--- src/rtl/core/rwti_pkg.sv ---
// Shared types, constants and helpers for the room wall thermal integrator.
package rwti_pkg;

  localparam int MUL_WA = 40;
  localparam int MUL_WB = 32;
  localparam int MUL_WP = MUL_WA + MUL_WB;
  localparam int MUL_CW = $clog2(MUL_WB);
  localparam int DIV_W  = 32;
  localparam int DIV_CW = $clog2(DIV_W);

  localparam logic signed [15:0] TEMP_MIN = -16'sd10240;
  localparam logic signed [15:0] TEMP_MAX = 16'sd30720;

  localparam logic [2:0] REG_STEP     = 3'd0;
  localparam logic [2:0] REG_AIR_INV  = 3'd1;
  localparam logic [2:0] REG_WALL_INV = 3'd2;
  localparam logic [2:0] REG_CONV_G   = 3'd3;
  localparam logic [2:0] REG_LEAK_G   = 3'd4;
  localparam logic [2:0] REG_LEAK_B   = 3'd5;
  localparam logic [2:0] REG_WALL_IN  = 3'd6;
  localparam logic [2:0] REG_WALL_OUT = 3'd7;

  typedef enum logic [3:0] {
    ST_IDLE, ST_INIT, ST_DIV, ST_LEAK, ST_DISP, ST_WIN, ST_WOUT,
    ST_CG, ST_CONV, ST_PA, ST_SA, ST_PW, ST_SW, ST_DONE
  } state_t;

  typedef struct packed {
    logic                     start;
    logic signed [MUL_WA-1:0] a;
    logic [MUL_WB-1:0]        b;
  } mul_req_t;

  typedef struct packed {
    logic                     done;
    logic signed [MUL_WP-1:0] p;
  } mul_rsp_t;

  function automatic logic [31:0] sat32(input logic signed [39:0] v);
    logic [31:0] r;
    if (v > 40'sd2147483647) r = 32'h7fff_ffff;
    else if (v < -40'sd2147483648) r = 32'h8000_0000;
    else r = v[31:0];
    return r;
  endfunction

  function automatic logic signed [15:0] clamp_temp(input logic signed [47:0] v);
    logic signed [15:0] r;
    if (v < 48'(TEMP_MIN)) r = TEMP_MIN;
    else if (v > 48'(TEMP_MAX)) r = TEMP_MAX;
    else r = v[15:0];
    return r;
  endfunction

endpackage

--- src/rtl/core/rwti_smul.sv ---
// Bit-serial shift-add multiplier: signed multiplicand, unsigned multiplier.
module rwti_smul import rwti_pkg::*; (
  input  logic     clk,
  input  logic     rst_n,
  input  mul_req_t req,
  output mul_rsp_t rsp
);

  logic                     busy_r, busy_nxt;
  logic                     done_r, done_nxt;
  logic [MUL_CW-1:0]        cnt_r, cnt_nxt;
  logic signed [MUL_WA:0]   hi_r, hi_nxt;
  logic [MUL_WB-1:0]        lo_r, lo_nxt;
  logic signed [MUL_WA-1:0] a_r, a_nxt;
  logic signed [MUL_WA:0]   sum;

  // one multiplier bit per cycle, partial product shifts right
  always_comb begin
    sum      = hi_r + (lo_r[0] ? {a_r[MUL_WA-1], a_r} : '0);
    busy_nxt = busy_r;
    done_nxt = 1'b0;
    cnt_nxt  = cnt_r;
    hi_nxt   = hi_r;
    lo_nxt   = lo_r;
    a_nxt    = a_r;
    if (req.start) begin
      a_nxt    = req.a;
      hi_nxt   = '0;
      lo_nxt   = req.b;
      cnt_nxt  = '0;
      busy_nxt = 1'b1;
    end else if (busy_r) begin
      hi_nxt  = sum >>> 1;
      lo_nxt  = {sum[0], lo_r[MUL_WB-1:1]};
      cnt_nxt = cnt_r + 1'b1;
      if (cnt_r == MUL_CW'(MUL_WB - 1)) begin
        busy_nxt = 1'b0;
        done_nxt = 1'b1;
      end
    end
  end

  always_ff @(posedge clk) begin
    if (!rst_n) begin
      busy_r <= 1'b0;
      done_r <= 1'b0;
      cnt_r  <= '0;
    end else begin
      busy_r <= busy_nxt;
      done_r <= done_nxt;
      cnt_r  <= cnt_nxt;
    end
  end

  always_ff @(posedge clk) begin
    hi_r <= hi_nxt;
    lo_r <= lo_nxt;
    a_r  <= a_nxt;
  end

  assign rsp.done = done_r;
  assign rsp.p    = {hi_r[MUL_WA-1:0], lo_r};

  a_no_restart: assert property (@(posedge clk) disable iff (!rst_n)
    req.start |-> !busy_r) else $error("multiplier restarted while busy");

endmodule

--- src/rtl/core/rwti_sdiv.sv ---
// Bit-serial restoring divider, one quotient bit per cycle.
module rwti_sdiv import rwti_pkg::*; (
  input  logic             clk,
  input  logic             rst_n,
  input  logic             start,
  input  logic [DIV_W-1:0] num,
  input  logic [15:0]      divisor,
  output logic             done,
  output logic [DIV_W-1:0] quo
);

  logic              busy_r, busy_nxt;
  logic              done_r, done_nxt;
  logic [DIV_CW-1:0] cnt_r, cnt_nxt;
  logic [15:0]       rem_r, rem_nxt;
  logic [DIV_W-1:0]  n_r, n_nxt;
  logic [16:0]       r2;
  logic              ge;

  always_comb begin
    r2       = {rem_r, n_r[DIV_W-1]};
    ge       = (r2 >= {1'b0, divisor});
    busy_nxt = busy_r;
    done_nxt = 1'b0;
    cnt_nxt  = cnt_r;
    rem_nxt  = rem_r;
    n_nxt    = n_r;
    if (start) begin
      rem_nxt  = '0;
      n_nxt    = num;
      cnt_nxt  = '0;
      busy_nxt = 1'b1;
    end else if (busy_r) begin
      rem_nxt = ge ? 16'(r2 - {1'b0, divisor}) : r2[15:0];
      n_nxt   = {n_r[DIV_W-2:0], ge};
      cnt_nxt = cnt_r + 1'b1;
      if (cnt_r == DIV_CW'(DIV_W - 1)) begin
        busy_nxt = 1'b0;
        done_nxt = 1'b1;
      end
    end
  end

  always_ff @(posedge clk) begin
    if (!rst_n) begin
      busy_r <= 1'b0;
      done_r <= 1'b0;
      cnt_r  <= '0;
    end else begin
      busy_r <= busy_nxt;
      done_r <= done_nxt;
      cnt_r  <= cnt_nxt;
    end
  end

  always_ff @(posedge clk) begin
    rem_r <= rem_nxt;
    n_r   <= n_nxt;
  end

  assign done = done_r;
  assign quo  = n_r;

endmodule

--- src/rtl/core/room_wall_thermal_integrator.sv ---
// Room wall thermal integrator: one Euler step of a two-node air/wall model per item.
// The item is loaded on acceptance, and the INIT state then applies a restart.
// Then comes one pass through the bit-serial divider for the convection fade,
// which yields 32 quotient bits. Then come ten passes through one shared
// bit-serial multiplier: leak, displaced air, the two wall heats, convection in
// two steps, and the step-time product plus integration for each node. The DONE
// state then posts the result. One item is in work at a time. The finished
// result sits in an output register, so the next item is taken while it waits.
// Configuration is to be written by the user only while idle; the block itself
// does not enforce this.
module room_wall_thermal_integrator import rwti_pkg::*; #(
  parameter int AIR_SPECIFIC_HEAT_Q = 61,
  parameter int CONV_FADE_LOW       = 0,
  parameter int CONV_FADE_HIGH      = 4096,
  parameter int WALL_START_RATIO_Q  = 128
) (
  input  logic         clk,
  input  logic         rst_n,
  input  logic         in_tvalid,
  output logic         in_tready,
  // duct_heat, flow_now, flow_lagged, heater_temp, outdoor_temp, extra_heat,
  // setpoint_temp
  input  logic [143:0] in_tdata,
  // restart
  input  logic [0:0]   in_tuser,
  output logic         out_tvalid,
  input  logic         out_tready,
  // air_temp_out, wall_temp_out, conv_heat, net_air_heat, leak_heat
  output logic [127:0] out_tdata,
  input  logic         cfg_we,
  input  logic [2:0]   cfg_idx,
  input  logic [31:0]  cfg_wdata
);

  localparam logic [7:0]  CP        = 8'(AIR_SPECIFIC_HEAT_Q);
  localparam logic [8:0]  RATIO     = 9'(WALL_START_RATIO_Q);
  localparam logic [15:0] FADE_LOW  = 16'(CONV_FADE_LOW);
  localparam logic [15:0] FADE_HIGH = 16'(CONV_FADE_HIGH);
  localparam logic [15:0] FADE_SPAN = 16'(CONV_FADE_HIGH - CONV_FADE_LOW);

  // configuration
  logic [15:0]        step_r, ainv_r, winv_r, cgain_r, lgain_r, gin_r, gout_r;
  logic signed [31:0] lbias_r;

  // latched item
  logic               restart_i;
  logic signed [31:0] duct_i, extra_i;
  logic [15:0]        flow_i, flowl_i;
  logic signed [15:0] heat_i, oat_i, setp_i;

  // state and intermediates
  state_t             state_r, state_nxt;
  logic               go_r;
  logic signed [15:0] air_r, wall_r;
  logic signed [33:0] leak_r, cg_r;
  logic signed [24:0] disp_r;
  logic signed [22:0] win_r, wout_r, conv_r;
  logic [31:0]        pr_r;
  logic [16:0]        fade_r;
  logic               out_valid_r;
  logic [127:0]       out_data_r;

  mul_req_t           mreq;
  mul_rsp_t           mrsp;
  logic               div_start, div_done;
  logic [31:0]        div_quo;

  logic signed [16:0] d_ha, d_aw, d_wo, rs_diff;
  logic signed [24:0] ta_cp;
  logic signed [26:0] rs_mul, rs_w;
  logic signed [15:0] rs_wall;
  logic signed [36:0] air_sum;
  logic signed [23:0] wall_sum;
  logic signed [MUL_WP-1:0] prod;
  logic               is_mul, out_free;

  rwti_smul u_mul (.clk(clk), .rst_n(rst_n), .req(mreq), .rsp(mrsp));

  rwti_sdiv u_div (
    .clk(clk), .rst_n(rst_n), .start(div_start),
    .num({16'(flow_i - FADE_LOW), 16'h0000}), .divisor(FADE_SPAN),
    .done(div_done), .quo(div_quo)
  );

  assign prod     = mrsp.p;
  assign d_ha     = 17'(heat_i) - 17'(air_r);
  assign d_aw     = 17'(air_r) - 17'(wall_r);
  assign d_wo     = 17'(wall_r) - 17'(oat_i);
  assign ta_cp    = air_r * $signed({1'b0, CP});
  assign rs_diff  = 17'(setp_i) - 17'(oat_i);
  assign rs_mul   = rs_diff * $signed({1'b0, RATIO});
  assign rs_w     = 27'(oat_i) + (rs_mul >>> 8);
  assign rs_wall  = (rs_w < 27'(setp_i)) ? rs_w[15:0] : setp_i;
  assign air_sum  = 37'(duct_i) + 37'(leak_r) - 37'(disp_r) - 37'(win_r)
                  + 37'(conv_r) + 37'(extra_i);
  assign wall_sum = 24'(win_r) - 24'(wout_r);
  assign out_free = !out_valid_r || out_tready;

  // next state
  always_comb begin
    state_nxt = state_r;
    unique case (state_r)
      ST_IDLE: if (in_tvalid) state_nxt = ST_INIT;
      ST_INIT: state_nxt = ST_DIV;
      ST_DIV:  if (div_done) state_nxt = ST_LEAK;
      ST_LEAK: if (mrsp.done) state_nxt = ST_DISP;
      ST_DISP: if (mrsp.done) state_nxt = ST_WIN;
      ST_WIN:  if (mrsp.done) state_nxt = ST_WOUT;
      ST_WOUT: if (mrsp.done) state_nxt = ST_CG;
      ST_CG:   if (mrsp.done) state_nxt = ST_CONV;
      ST_CONV: if (mrsp.done) state_nxt = ST_PA;
      ST_PA:   if (mrsp.done) state_nxt = ST_SA;
      ST_SA:   if (mrsp.done) state_nxt = ST_PW;
      ST_PW:   if (mrsp.done) state_nxt = ST_SW;
      ST_SW:   if (mrsp.done) state_nxt = ST_DONE;
      ST_DONE: if (out_free) state_nxt = ST_IDLE;
      default: state_nxt = ST_IDLE;
    endcase
  end

  // outputs: unit starts and multiplier operands
  always_comb begin
    is_mul    = state_r inside {ST_LEAK, ST_DISP, ST_WIN, ST_WOUT, ST_CG, ST_CONV,
                                ST_PA, ST_SA, ST_PW, ST_SW};
    in_tready = (state_r == ST_IDLE);
    div_start = (state_r == ST_DIV) && !go_r;
    mreq.start = is_mul && !go_r;
    mreq.a     = '0;
    mreq.b     = '0;
    unique case (state_r)
      ST_LEAK: begin mreq.a = 40'(d_ha);    mreq.b = 32'(lgain_r); end
      ST_DISP: begin mreq.a = 40'(ta_cp);   mreq.b = 32'(flowl_i); end
      ST_WIN:  begin mreq.a = 40'(d_aw);    mreq.b = 32'(gin_r);   end
      ST_WOUT: begin mreq.a = 40'(d_wo);    mreq.b = 32'(gout_r);  end
      ST_CG:   begin mreq.a = 40'(d_ha);    mreq.b = 32'(cgain_r); end
      ST_CONV: begin mreq.a = 40'(cg_r);    mreq.b = 32'(fade_r);  end
      ST_PA:   begin mreq.a = 40'({1'b0, step_r}); mreq.b = 32'(ainv_r); end
      ST_SA:   begin mreq.a = 40'(air_sum); mreq.b = pr_r;         end
      ST_PW:   begin mreq.a = 40'({1'b0, step_r}); mreq.b = 32'(winv_r); end
      ST_SW:   begin mreq.a = 40'(wall_sum); mreq.b = pr_r;        end
      default: begin mreq.a = '0;           mreq.b = '0;           end
    endcase
  end

  // control and state
  always_ff @(posedge clk) begin
    if (!rst_n) begin
      state_r     <= ST_IDLE;
      go_r        <= 1'b0;
      out_valid_r <= 1'b0;
      air_r       <= '0;
      wall_r      <= '0;
      step_r      <= '0;
      ainv_r      <= '0;
      winv_r      <= '0;
      cgain_r     <= '0;
      lgain_r     <= '0;
      lbias_r     <= '0;
      gin_r       <= '0;
      gout_r      <= '0;
    end else begin
      state_r <= state_nxt;
      if (mreq.start || div_start) go_r <= 1'b1;
      else if (mrsp.done || div_done) go_r <= 1'b0;
      if (state_r == ST_DONE && out_free) out_valid_r <= 1'b1;
      else if (out_tready) out_valid_r <= 1'b0;
      if (state_r == ST_INIT && restart_i) begin
        air_r  <= setp_i;
        wall_r <= rs_wall;
      end
      if (mrsp.done && state_r == ST_SA)
        air_r <= clamp_temp(48'(air_r) + 48'(prod >>> 28));
      if (mrsp.done && state_r == ST_SW)
        wall_r <= clamp_temp(48'(wall_r) + 48'(prod >>> 28));
      if (cfg_we) begin
        unique case (cfg_idx)
          REG_STEP:     step_r  <= cfg_wdata[15:0];
          REG_AIR_INV:  ainv_r  <= cfg_wdata[15:0];
          REG_WALL_INV: winv_r  <= cfg_wdata[15:0];
          REG_CONV_G:   cgain_r <= cfg_wdata[15:0];
          REG_LEAK_G:   lgain_r <= cfg_wdata[15:0];
          REG_LEAK_B:   lbias_r <= cfg_wdata;
          REG_WALL_IN:  gin_r   <= cfg_wdata[15:0];
          REG_WALL_OUT: gout_r  <= cfg_wdata[15:0];
        endcase
      end
    end
  end

  // payload
  always_ff @(posedge clk) begin
    if (in_tvalid && in_tready) begin
      restart_i <= in_tuser[0];
      duct_i    <= in_tdata[31:0];
      flow_i    <= in_tdata[47:32];
      flowl_i   <= in_tdata[63:48];
      heat_i    <= in_tdata[79:64];
      oat_i     <= in_tdata[95:80];
      extra_i   <= in_tdata[127:96];
      setp_i    <= in_tdata[143:128];
    end
    if (div_done) begin
      if (flow_i <= FADE_LOW) fade_r <= 17'h10000;
      else if (flow_i >= FADE_HIGH) fade_r <= '0;
      else fade_r <= 17'h10000 - {1'b0, div_quo[15:0]};
    end
    if (mrsp.done) begin
      case (state_r)
        ST_LEAK: leak_r <= 34'(prod >>> 12) + 34'(lbias_r);
        ST_DISP: disp_r <= 25'(prod >>> 16);
        ST_WIN:  win_r  <= 23'(prod >>> 12);
        ST_WOUT: wout_r <= 23'(prod >>> 12);
        ST_CG:   cg_r   <= 34'(prod);
        ST_CONV: conv_r <= 23'(prod >>> 28);
        ST_PA:   pr_r   <= prod[31:0];
        ST_PW:   pr_r   <= prod[31:0];
        default: ;
      endcase
    end
    if (state_r == ST_DONE && out_free) begin
      out_data_r <= {sat32(40'(leak_r)),
                     sat32(40'(duct_i) - 40'(disp_r)),
                     sat32(40'(conv_r)),
                     wall_r, air_r};
    end
  end

  assign out_tvalid = out_valid_r;
  assign out_tdata  = out_data_r;

  a_accept_init: assert property (@(posedge clk) disable iff (!rst_n)
    (in_tvalid && in_tready) |=> (state_r == ST_INIT))
    else $error("accepted item did not start a step");

  a_done_issued: assert property (@(posedge clk) disable iff (!rst_n)
    mrsp.done |-> go_r) else $error("multiplier result without a request");

  a_hold_done: assert property (@(posedge clk) disable iff (!rst_n)
    (state_r == ST_DONE && out_valid_r && !out_tready) |=> (state_r == ST_DONE))
    else $error("result dropped while output full");

endmodule
--- config.mk ---
export PLATFORM = sky130hd
export DESIGN_NAME = room_wall_thermal_integrator
export DESIGN_NICKNAME = d
export VERILOG_FILES = /design/src/rtl/core/rwti_pkg.sv /design/src/rtl/core/rwti_smul.sv /design/src/rtl/core/rwti_sdiv.sv /design/src/rtl/core/room_wall_thermal_integrator.sv
export SDC_FILE = /design/constraint.sdc
export NUM_CORES = 2
export LEC_CHECK = 0
export BUFFER_PORTS_ARGS = -buffer_cell sky130_fd_sc_hd__buf_4
export CAP_MARGIN = 20
export CORE_MARGIN = 1
export CORE_UTILIZATION = 45
export CTS_BUF_LIST = sky130_fd_sc_hd__clkbuf_8 sky130_fd_sc_hd__clkbuf_16
export CTS_CLUSTER_DIAMETER = 200
export DETAILED_ROUTE_END_ITERATION = 16
export PLACE_DENSITY = 0.74
export SETUP_SLACK_MARGIN = 0.05
export SKIP_LAST_GASP = 1
export SYNTH_ARGS = -nofsm -noshare
export SYNTH_HDL_FRONTEND = slang
export SYNTH_SLANG_ARGS = --single-unit
--- constraint.sdc ---
create_clock -name clk -period 16.3 [get_ports clk]
set_clock_uncertainty 0.15 [all_clocks]
set_input_delay 1.63 -clock clk [delete_from_list [all_inputs] [get_ports clk]]
set_output_delay 1.63 -clock clk [all_outputs]
set_load 0.05 [all_outputs]
Word level (Yosys, flattened, before mapping)
Index checks and enable logic that the tools add are counted.

word-level totals
  flip-flop bits (word level) = 840
  input port bits = 185
  output and inout port bits = 130
  word-level logic and storage cells = 208

operators by class
  add/subtract/negate cells = 20
  multipliers = 1
  magnitude comparators = 14
  equality and inequality tests = 35
  mux-type cells = 46
  bitwise gates (word level) = 3
  reductions and logical operators = 43

operators by type and width
  cell                  count
  $pmux 72 s10          1
  $mux 32               7
  $mux 16               10
  $add 16x44->45        2
  $gt 45x16->1 const B  2
  $lt 45x15->1 const B  2
  $sub 16x16->17        4
  $pmux 4 s14           1
  $mux 4                13
  $add 41x41->41        1
  $mux 41               1
  $add 37x23->37        1
  $add 37x32->37        1
  $sub 36x23->37        1
  $sub 35x25->36        1
  $add 32x34->35        1
  $add 34x32->34        1
  $gt 34x32->1 const B  1
  $lt 34x32->1 const B  1
  $gt 33x32->1 const B  1
  $lt 33x32->1 const B  1
  $sub 32x25->33        1
  $gt 23x32->1 const B  1
  $lt 23x32->1 const B  1
  34 further kinds      105

Depth between registers and ports, before layout
  depth in word-level cells = 7
  mapped depth = 33
  depth with buffers taken out = 31

By module
From an unflattened synthesis, not the netlist that was laid out.

unflattened totals
  cell total of the unflattened synthesis = 5807
  area total of the unflattened synthesis = 56241.4 um2

modules (own cells, without submodules)
  module                        instances  cells an instance  area an instance (um2)  seq. area each (um2)
  room_wall_thermal_integrator  1          4844               46208.1                 17937.2
  rwti_smul                     1          658                6789.0                  3103.0
  rwti_sdiv                     1          305                3244.4                  1421.4

Worst setup path before layout
Ideal clock, no wire load.

  path kind = input-to-reg
  from = input out_tready
  to = register out_data_r[0] (netlist: out_tdata[0]) (enable)
  setup time = 0.613 ns
  arrival = 7.048 ns
  required time = 15.537 ns
  setup slack = 8.489 ns
  cell stages on the path = 2
  buffers on the path = 0
  path through = nand2b_1 > nor2b_1

between the ends
  longest elaborated chain between the ends = 2

RTL lines
  what                  line                                 RTL
  from (decl)           room_wall_thermal_integrator.sv:27   input logic out_tready,
  $logic_or 1x1->1      room_wall_thermal_integrator.sv:97   assign out_free = !out_valid_r || out_tready;
  $logic_and 1x1->1     room_wall_thermal_integrator.sv:220  if (state_r == ST_DONE && out_free) begin
  to (signal assigned)  room_wall_thermal_integrator.sv:221  out_data_r <= {sat32(40'(leak_r)),
  to (decl)             room_wall_thermal_integrator.sv:61   logic [127:0] out_data_r;

Every way passes these cells.
A chain may end at the register's enable or synchronous reset.

Worst setup path after layout
  from = register oat_i[0]
  to = register wall_r[11]

between the ends
  longest elaborated chain between the ends = 6

RTL lines
  what                    line                                 RTL
  from (decl)             room_wall_thermal_integrator.sv:49   logic signed [15:0] heat_i, oat_i, setp_i;
  from (signal assigned)  room_wall_thermal_integrator.sv:198  oat_i <= in_tdata[95:80];
  $sub 16x16->17          room_wall_thermal_integrator.sv:90   assign rs_diff = 17'(setp_i) - 17'(oat_i);
  $add 16x16->17 (*)      room_wall_thermal_integrator.sv:92   assign rs_w = 27'(oat_i) + (rs_mul >>> 8);
  $lt 17x16->1            room_wall_thermal_integrator.sv:93   assign rs_wall = (rs_w < 27'(setp_i)) ? rs_w[15:0] : setp_i;
  $mux 16 (*)             room_wall_thermal_integrator.sv:93
  $mux 16 (*)             room_wall_thermal_integrator.sv:167  if (state_r == ST_INIT && restart_i) begin
  $mux 16 (*)             room_wall_thermal_integrator.sv:173  if (mrsp.done && state_r == ST_SW)
  to (signal assigned)    room_wall_thermal_integrator.sv:169  wall_r <= rs_wall;
  to (signal assigned)    room_wall_thermal_integrator.sv:174  wall_r <= clamp_temp(48'(wall_r) + 48'(prod >>> 28));
  to (decl)               room_wall_thermal_integrator.sv:54   logic signed [15:0] air_r, wall_r;

Mark *: on every way between the ends. The rest lies on a longest branch, timed or not. The select of a mux whose other input is x is not followed.

==> impl_metrics.json <==
{
  "p_sw_share_pct": 43.8,
  "synthTopCellsByArea": "edfxtp_1 (31%), dfxtp_1 (10%), ha_1 (9.4%)",
  "cp-start-kind": "flip-flop",
  "max_cap_violations": 0,
  "hold_slack_ns": 0.304,
  "syn_area_um2": 53800,
  "pin_count": 315,
  "syn_nets": 6289,
  "core_um2": 118000,
  "stdcell_count": 7367,
  "finalMaxSlewViolations": 0,
  "finish.net_count": 6529,
  "portBuffers": 314,
  "tightest_slew_ns": 1.12,
  "finalSetupViolations": 0,
  "status": "completed",
  "die-area_um2": 121000,
  "crit_arrival_ns": 7.35,
  "routabilityCongestion": 0.943,
  "die-height_um": 348,
  "synth_top_area_share_pct": 31.3,
  "yosysMostFrequentCell": "nand2_1",
  "htree_num_levels": 3,
  "synth_edf_count": 561,
  "clock_path_buffers": 3,
  "final_hold_viol_count": 0,
  "grt_max_degree": 105,
  "drive_gt1_share_pct": 10.5,
  "cts_tree": "done",
  "synth_top_area_cell": "edfxtp_1",
  "max_slew_margin_pct": 24.5,
  "crit_type": "reg -> reg",
  "cts_setup_buffers": 0,
  "hp-class": "reg -> reg",
  "critPathMaxFanout": 21,
  "start_util_pct": 45.5,
  "ctsHoldBuffers": 0,
  "area_growth_pct": 12.9,
  "grt_pass1_wl_mm": 244,
  "ys_ff_latch": 829,
  "ys_warn_count": 0,
  "min_period_ns": 6.92,
  "post-route-period-util_pct": 42.5,
  "ys_seq_area_share_pct": 41.3,
  "insertion_delay_ns": 0.69,
  "die_width_um": 348,
  "ant_nets": 0,
  "max_freq_mhz": 144,
  "p_per_area_nw_per_um2": 179,
  "pwr-share-clk_pct": 19.3,
  "intPower_w": 0.00612,
  "syn-mean-instance-area_um2": 9.76,
  "required_ns": 16.73,
  "hpwl_mm": 121,
  "rows": 126,
  "critPathCaptureType": "flip-flop",
  "rsz0062_at_grt": "no",
  "p_sw_w": 0.00476,
  "grt_pass1_vias": 41600,
  "drt_iter0_markers": 4013,
  "combinationalPowerShare_pct": 53.1,
  "cp_slowest_cell": "o41ai_1",
  "grt_use_total_pct": 26.1,
  "ys_types": 107,
  "vdd_drop_max_mv": 0.117,
  "ys.flop_type": "edfxtp_1",
  "detailroute.via_count": 42600,
  "sequentialPowerShare_pct": 27.6,
  "ctsResizeCount": 0,
  "cts_made_buffers": 90,
  "grt_antenna_before_repair": 7,
  "placed_cells": 7194,
  "post-route-drc-count": 0,
  "path_common_cell": "o21ai_0",
  "async_flop_share_pct": 0,
  "fin_setup_tns_ns": 0,
  "numClockSinks": 829,
  "yosys-top-cells-count": "nand2_1 (595), edfxtp_1 (561), inv_1 (541)",
  "via_per_inst": 5.79,
  "drt-total-wl_mm": 160,
  "cts_root_buf": "clkbuf_16",
  "dr.pass1.iters": 6,
  "wire_per_inst_um": 21.8,
  "overflow": 0,
  "synth_cells": 5513,
  "p_leak_nw": 25.7,
  "critical-path-max-stage-delay_ns": 0.69,
  "path_clk_slew_ns": 0.06
}
[through the flow]
stage	util (%)	setup WS [ns]	area, µm²	power, W
4_1_cts	51.3	9.51	60600	0.0108
3_5_place_dp	48.7	9.57	57600	0.00871
5_1_grt	51.3	8.74	60700	0.0116
6_report	51.3	9.38	60700	0.0109
3_3_place_gp	48.7	9.60	57600	0.00861
2_1_floorplan	-	8.49	53800	0.00714
[final cells by class]
cell class | count | area, µm²
fill | 10600 | 57500
multi-input combinational | 3915 | 28600
sequential | 829 | 22200
timing repair buffer | 375 | 2850
clock buffer | 98 | 2400
inverter | 542 | 2040
tap | 1536 | 1920
clock inverter | 69 | 631
antenna | 3 | 7.51
[power by group through the flow]
stage | Clock, W | Combinational (W) | Sequential [W]
floorplan | 0 | 0.00425 | 0.00289
global placement | 0 | 0.00557 | 0.00304
detailed placement | 0 | 0.00566 | 0.00304
CTS | 0.00212 | 0.00572 | 0.00300
global route | 0.00221 | 0.00640 | 0.00303
finish | 0.00210 | 0.00578 | 0.00300
[metal layers]
metal | track usage (%) | part of all wire [%]
met5 | 0 | 0.034
met4 | 11.4 | 4.6
met3 | 3.91 | 6.8
met2 | 44.1 | 48
met1 | 33.2 | 40
[path summary, 6_finish.rpt]
path	from	to	slack (ns)	cells past startpoint
worst max-delay path	oat_i[0]	wall_r[11]	9.38	28
worst min-delay path	winv_r[10]	winv_r[10]	0.30	2
worst max register to register	oat_i[0]	wall_r[11]	9.38	28
worst min register to register	winv_r[10]	winv_r[10]	0.30	2
[layout by cell type (no fill, tap or decap), types with 12 or more instances in the layout]
cell and instances:
inv_1 552, xor2_1 121, o211ai_1 33, or2_2 18, buf_4 372, clkbuf_16 93, mux2i_1 80, clkinv_2 18
o21ai_0 218, xnor2_1 176, a21boi_0 20, nand4_1 47, o21a_1 44, nor2b_1 50, and2_1 64, fa_1 189
nand3b_1 12, nand3_1 107, nand2_1 594, a211oi_1 34, nor4_1 19, a31oi_1 47, o31ai_1 18, nor2_1 382
o32ai_1 12, o22ai_1 16, a21o_1 148, nor3_1 85, edfxtp_1 561, and3_1 31, dfxtp_1 265, a211o_1 19
o21bai_1 43, a222oi_1 24, a22oi_1 53, a21oi_1 457, nand2b_1 73, ha_1 402, or3_1 20, a221oi_1 41
[sequential cells by signal, summed over array words and instances, names as in the netlist, 25 cells and up]
register / cells
lbias_r: 32
u_div.quo: 32
extra_i: 32
disp_r: 25
duct_i: 32
pr_r: 32
leak_r: 34
out_tdata: 120
u_mul.a_r: 37
u_mul.lo_r: 32
u_mul.hi_r: 40
cg_r: 34
[cell families (layout without fill, tap and decap cells)]
| kind of cell | count (synthesis) | after routing | share of synthesized area (%) |
|---|---|---|---|
| xor+xnor | 297 | 297 | 4.84 |
| flops | 829 | 829 | 41.3 |
| other cells | 0 | 3 | 0 |
| mux | 84 | 84 | 1.57 |
| fa+ha+maj | 601 | 601 | 16.6 |
| buf+inv | 769 | 1084 | 5.53 |
| compound gates | 1370 | 1370 | 16.7 |
| simple gates | 1563 | 1563 | 13.5 |
[critical path: cells and delay by family (launching register included)]
kind,cells,cell delay (ns)
DFF,1,0.42
AOI/OAI and AO/OA,17,4.05
adders and majority gates,3,1.09
and+or+nand+nor,8,1.10
No activity file was read; power rests on OpenSTA's default activity.
